<file path="src/itnm_ram.sv">
// Generic single-write, single-read RAM with registered read data.
module itnm_ram #(
    parameter int WIDTH = 8,
    parameter int DEPTH = 4
) (
    input  logic                     i_clk,
    input  logic                     i_we,
    input  logic [$clog2(DEPTH)-1:0] i_waddr,
    input  logic [WIDTH-1:0]         i_wdata,
    input  logic [$clog2(DEPTH)-1:0] i_raddr,
    output logic [WIDTH-1:0]         o_rdata
);

    logic [WIDTH-1:0] r_mem [DEPTH];
    logic [WIDTH-1:0] r_rdata;

    always_ff @(posedge i_clk) begin
        if (i_we) begin
            r_mem[i_waddr] <= i_wdata;
        end
        r_rdata <= r_mem[i_raddr];
    end

    assign o_rdata = r_rdata;

endmodule

</file>
<file path="config.mk">
export PLATFORM = sky130hd
export DESIGN_NAME = itnm_ram
export DESIGN_NICKNAME = d
export VERILOG_FILES = /design/src/itnm_ram.sv
export SDC_FILE = /design/constraint.sdc
export NUM_CORES = 1
export LEC_CHECK = 0
export ABC_AREA = 1
export BUFFER_PORTS_ARGS = -buffer_cell sky130_fd_sc_hd__clkbuf_2
export CELL_PAD_IN_SITES_DETAIL_PLACEMENT = 1
export CELL_PAD_IN_SITES_GLOBAL_PLACEMENT = 1
export CORE_ASPECT_RATIO = 1.1
export CORE_MARGIN = 10
export CORE_UTILIZATION = 43
export CTS_CLUSTER_SIZE = 16
export DETAILED_ROUTE_END_ITERATION = 10
export PLACE_DENSITY = 0.84
export SLEW_MARGIN = 30
export SYNTH_ARGS = -nofsm -noshare
export SYNTH_HDL_FRONTEND = slang
export SYNTH_SLANG_ARGS = --single-unit
</file>
<file path="constraint.sdc">
create_clock -name i_clk -period 1.7 [get_ports i_clk]
set_input_delay 0.34 -clock i_clk [delete_from_list [all_inputs] [get_ports i_clk]]
set_output_delay 0.34 -clock i_clk [all_outputs]
set_load 0.02 [all_outputs]
</file>
==> results of run 1 <==
==> routing by layer <==
metal | up-vias | global-route usage (%) | wire (um)
met4 | 0 | 5.94 | 74
met3 | 6 | 3.56 | 143
met2 | 21 | 18.6 | 1600
met5 | - | 0 | 0
met1 | 460 | 10.1 | 1250
li1 | 497 | - | -
==> per-stage QoR <==
step | total power [mW] | cells | instance area, um2 | util, %
floorplan | 1.25 | 141 | 1550 | -
global placement | 1.31 | 210 | 1710 | 50.0
detailed placement | 1.32 | 210 | 1710 | 50.0
CTS | 1.77 | 218 | 1760 | 51.7
global route | 1.84 | 218 | 1760 | 51.7
finish | 1.75 | 218 | 1760 | 51.7
==> power by group through the flow <==
| stage | Clock, mW | Sequential, mW | Combinational [mW] |
|---|---|---|---|
| after floorplan | 0 | 1.17 | 0.0752 |
| after global placement | 0 | 1.15 | 0.157 |
| after detailed placement | 0 | 1.15 | 0.165 |
| after CTS | 0.479 | 1.13 | 0.166 |
| after global routing | 0.516 | 1.13 | 0.186 |
| final | 0.463 | 1.13 | 0.162 |
==> registers in the layout, indices dropped and copies added, names as in the netlist <==
| register | flops |
|---|---|
| o_rdata | 8 |
| r_mem | 32 |
==> worst paths after layout <==
path / endpoint / depth (start not counted)
max: o_rdata[0] / 1
max reg2reg: o_rdata[7] / 4
min: r_mem[1][6] / 1
min reg2reg: o_rdata[7] / 4
==> cell families (layout without fill, tap and decap cells) <==
| group | Yosys count | count (layout) | synth area share [%] |
|---|---|---|---|
| and+or+nand+nor | 60 | 60 | 16.2 |
| buffers and inverters | 41 | 70 | 11.4 |
| DFF | 40 | 40 | 72.4 |
==> cells in the final DEF, fill, tap and decap left out <==
cell type,n
inv_1,36
nand2_1,40
buf_4,4
clkinv_1,1
edfxtp_1,32
clkbuf_4,5
clkbuf_2,21
nor3_1,4
clkinvlp_4,2
nand3_1,16
dfxtp_1,8
inv_4,1
==> area by class of cell <==
type,instances,area (um2)
timing repair buffer,25,135
sequential,40,1120
multi-input combinational,60,250
tap,48,60.1
clock inverter,3,18.8
inverter,37,141
fill,399,1650
clock buffer,5,37.5
==> synthesized netlist by cell type, drive strengths merged <==
cell	n	share of area, %
nand2	40	9.7
inv	37	9.1
nor3	4	1.3
dfxtp	8	10
nand3	16	5.2
buf	4	2.3
edfxtp	32	62
==> flow_metrics.env, run 1 <==
export IMPL_worst_pin_slew_ns=0.363
export IMPL_coreArea_um2=3410
export IMPL_wl_um=3070
export IMPL_drc_errors=0
export IMPL_drive_gt1_share_pct=19.4
export IMPL_ys_ff_latch=40
export IMPL_hp_class="primary input to flip-flop"
export IMPL_post_cts_buffers=0
export IMPL_numPortBuffers=21
export IMPL_start_util_pct=45.3
export IMPL_tns_ns=0
export IMPL_worstPathArrival_ns=0.85
export IMPL_peakVddDrop_mv=0.474
export IMPL_syn_num_nets=155
export IMPL_max_freq_mhz=840
export IMPL_cts_resized=0
export IMPL_num_antenna_cells=0
export IMPL_hold_buffers=0
export IMPL_die_h_um=82.9
export IMPL_internal_power_mw=1.32
export IMPL_leakage_nw=0.831
export IMPL_place_ws_ns=0.482
export IMPL_grt_start_max_net_pins=18
export IMPL_fin_worst_skew_ns=0.00456
export IMPL_hold_start="i_wdata[6]"
export IMPL_cts_buffer_depth=2
export IMPL_synthCells=141
export IMPL_status="complete, no violations"
export IMPL_finalCritPeriodShare_pct=70.0
export IMPL_cp_startpoint="o_rdata[0]"
export IMPL_ys_types=10
export IMPL_seq_area_frac_synth_pct=72.4
export IMPL_setup_ws_ns=0.510
export IMPL_via_count=984
export IMPL_rsz0062_at_grt="false"
export IMPL_insertion_delay_ns=0.35
export IMPL_grt_usage_pct=10.4
export IMPL_ys_warnings_count=0
export IMPL_switching_share_pct=24.6
export IMPL_hold_viol=0
export IMPL_max_slew_margin_pct=75.8
export IMPL_gr_total_overflow=0
export IMPL_crit_type="flip-flop to output port"
export IMPL_first_global_vias=1066
export IMPL_rows=22
export IMPL_holdWs_ns=0.220
export IMPL_cts_root_buf="clkbuf_4"
export IMPL_switchingPower_mw=0.431
export IMPL_cp_required_ns=1.36
export IMPL_finalMaxSlewViolations=0
export IMPL_gp_congestion=0.797
export IMPL_p_clk_share_pct=26.4
export IMPL_cp_top_family="flip-flops"
export IMPL_path_buf_inv=1
export IMPL_worstPathCellList="clkbuf_2"
export IMPL_grt_first_pass_wirelength_um=5150
export IMPL_syn_cell_area_um2=1550
export IMPL_die_area_um2=6400
export IMPL_numCtsBuffers=5
export IMPL_critPathSlowestCell="dfxtp_1"
export IMPL_setup_viol=0
export IMPL_end_kind="output port"
export IMPL_crit_fanout=1
export IMPL_num_io_pins=22
export IMPL_antenna_found_initial=0
export IMPL_drt_iter0_drc=39
export IMPL_p_comb_share_pct=9.3
export IMPL_syn2layout_area_growth_pct=14.0
export IMPL_reg2reg_from="r_mem[3][7]"
export IMPL_antenna_left=0
export IMPL_r2r_slack_ns=0.92
export IMPL_power_density_nw_per_um2=993
export IMPL_place_hpwl_um=2270
export IMPL_critPathMaxStageDelay_ns=0.33
export IMPL_clk_pin_slew_ns=0.12
export IMPL_min_period_ns=1.19
export IMPL_cts_max_level=2
export IMPL_fin_nets=183
export IMPL_viasPerCell=4.51
export IMPL_cts_tree="done"
export IMPL_pwr_share_seq_pct=64.3
export IMPL_drt_pass1_iterations=4
export IMPL_wl_per_cell_um=14.1
export IMPL_die_w_um=77.2
export IMPL_syn_mean_instance_area_um2=11.0
export IMPL_cap_violations=0
export IMPL_cts_sinks=40
export IMPL_start_kind="flip-flop"
No activity file was read; power rests on OpenSTA's default activity.
==> inputs of run 2 (changes only) <==
==> constraint.sdc (replaced) <==
create_clock -name i_clk -period 1.1 [get_ports i_clk]
set_input_delay 0.22 -clock i_clk [delete_from_list [all_inputs] [get_ports i_clk]]
set_output_delay 0.22 -clock i_clk [all_outputs]
set_load 0.02 [all_outputs]
==> run 2 against run 1 <==
Compared with the run above:
- final area up 3.3%
- clock-buffer cell count unchanged
- wire length up 11%
- power up 70%
- via count up 1.8%
- first-iteration DRC count up 59%
- combinational power up 65%
- non-clock buffer count up 2
- die area unchanged
- clock power up 110%
- sequential cell count unchanged
- critical endpoint is now o_rdata[6]
- highest routed layer unchanged
==> flow_metrics.env, run 2 (synthesis gave the netlist of run 1 again) <==
export IMPL_highest_layer="met4"
export IMPL_end_kind="output port"
export IMPL_cts_tree="done"
export IMPL_setup_ws_ns=0.0523
export IMPL_drt_iter0_drc=62
export IMPL_via_count=1002
export IMPL_die_h_um=82.9
export IMPL_cts_max_level=2
export IMPL_wl_met2_um=1630
export IMPL_num_antenna_cells=0
export IMPL_syn2layout_area_growth_pct=17.8
export IMPL_antenna_left=0
export IMPL_finalMaxSlewViolations=0
export IMPL_min_period_ns=1.05
export IMPL_worst_pin_slew_ns=0.271
export IMPL_die_w_um=77.2
export IMPL_switching_share_pct=23.0
export IMPL_setup_viol=0
export IMPL_p_clk_share_pct=32.2
export IMPL_grt_first_pass_wirelength_um=5590
export IMPL_switchingPower_mw=0.685
export IMPL_leakage_nw=0.861
export IMPL_numCtsBuffers=5
export IMPL_place_ws_ns=0.0160
export IMPL_finalCritPeriodShare_pct=95.2
export IMPL_path_buf_inv=1
export IMPL_cts_buffer_depth=2
export IMPL_hold_buffers=0
export IMPL_p_comb_share_pct=9.0
export IMPL_wl_met3_um=176
export IMPL_seqCellArea_um2=1120
export IMPL_drc_errors=0
export IMPL_num_io_pins=22
export IMPL_wl_um=3410
export IMPL_hp_class="primary input to flip-flop"
export IMPL_clk_pin_slew_ns=0.12
export IMPL_worstPathCellList="clkbuf_2"
export IMPL_cap_violations=0
export IMPL_fillCellCount=401
export IMPL_regMostFlops="r_mem"
export IMPL_final_cell_mix="nand2_1 (40), inv_1 (36), edfxtp_1 (32)"
export IMPL_crit_fanout=1
export IMPL_met1Wirelength_um=1550
export IMPL_insertion_delay_ns=0.34
export IMPL_drive_gt1_share_pct=22.1
export IMPL_max_freq_mhz=954
export IMPL_hold_viol=0
export IMPL_cts_root_buf="clkbuf_4"
export IMPL_viasPerCell=4.55
export IMPL_post_cts_buffers=0
export IMPL_cts_sinks=40
export IMPL_rsz0062_at_grt="false"
export IMPL_fin_nets=185
export IMPL_final_common_cell="nand2_1"
export IMPL_crit_type="flip-flop to output port"
export IMPL_start_kind="flip-flop"
export IMPL_die_area_um2=6400
export IMPL_power_density_nw_per_um2=1630
export IMPL_gr_total_overflow=0
export IMPL_internal_power_mw=2.29
export IMPL_cp_top_family="flip-flops"
export IMPL_cp_required_ns=0.88
export IMPL_first_global_vias=1088
export IMPL_pwr_share_seq_pct=58.8
export IMPL_largest_register_ffs=32
export IMPL_numPortBuffers=21
export IMPL_max_slew_margin_pct=81.9
export IMPL_peakVddDrop_mv=0.957
export IMPL_critPathMaxStageDelay_ns=0.33
export IMPL_rows=22
export IMPL_place_hpwl_um=2590
export IMPL_grt_usage_pct=11.0
export IMPL_worstPathArrival_ns=0.83
export IMPL_p_total_mw=2.98
export IMPL_grt_start_max_net_pins=17
export IMPL_start_util_pct=45.3
export IMPL_coreArea_um2=3410
export IMPL_fin_worst_skew_ns=0.00841
export IMPL_wl_per_cell_um=15.5
export IMPL_multi_input_area_um2=260
export IMPL_antenna_found_initial=0
export IMPL_critPathSlowestCell="dfxtp_1"
export IMPL_drt_pass1_iterations=4
export IMPL_status="complete, no violations"
export IMPL_gp_congestion=0.723
## run 2: cell count changes in the layout (fill, tap and decap cells not counted), sizes merged
cell,delta
clkbuf,-6
bufinv,+1
clkinvlp,-1
buf,+8
## run 2: final cells by class
cell class                 instances  area share (%)
tap                               48            3.29
timing repair buffer              27            8.79
inverter                          37            7.76
clock buffer                       5            2.06
sequential                        40            61.5
multi-input combinational         60            14.3
clock inverter                     3            2.33
## run 2: path summary, 6_finish.rpt
| path | slack (ns) | endpoint | from | cells after the start |
|---|---|---|---|---|
| setup / recovery | 0.05 | o_rdata[6] | o_rdata[6] | 1 |
| hold / removal | 0.11 | r_mem[3][5] | i_wdata[5] | 1 |
| setup reg to reg | 0.33 | o_rdata[5] | r_mem[2][5] | 4 |
| hold reg to reg | 0.56 | o_rdata[0] | r_mem[1][0] | 4 |
## run 2: repair_timing
item	in CTS	in global routing
gates resized for setup	0	10
endpoints found under the hold margin	0	0
endpoints found under the setup margin	0	6
## run 2: power groups by stage
stage          Clock, mW  Combinational [mW]  Sequential (mW)
2_1_floorplan          0               0.119             1.81
3_3_place_gp           0               0.248             1.78
3_5_place_dp           0               0.262             1.78
4_1_cts            0.984               0.265             1.75
5_1_grt             1.05               0.303             1.76
6_report           0.959               0.268             1.75
## run 2: per-stage QoR
stage	utilization [%]	setup TNS, ns	std cells	hold WS [ns]	cell area (um2)
after floorplan	-	-2.79	141	0.319	1560
after global placement	50.8	0	212	0.461	1730
after detailed placement	50.8	0	212	0.458	1730
after CTS	53.1	0	220	0.0944	1810
after global routing	53.4	0	220	0.0889	1820
final	53.4	0	220	0.107	1820
## run 2: layer usage
metal  GRT usage (%)  vias to the layer above
li1                -                      498
met1            13.2                      482
met2            17.3                       18
met3            3.56                        4
met4            4.95                        0
met5               0                        -
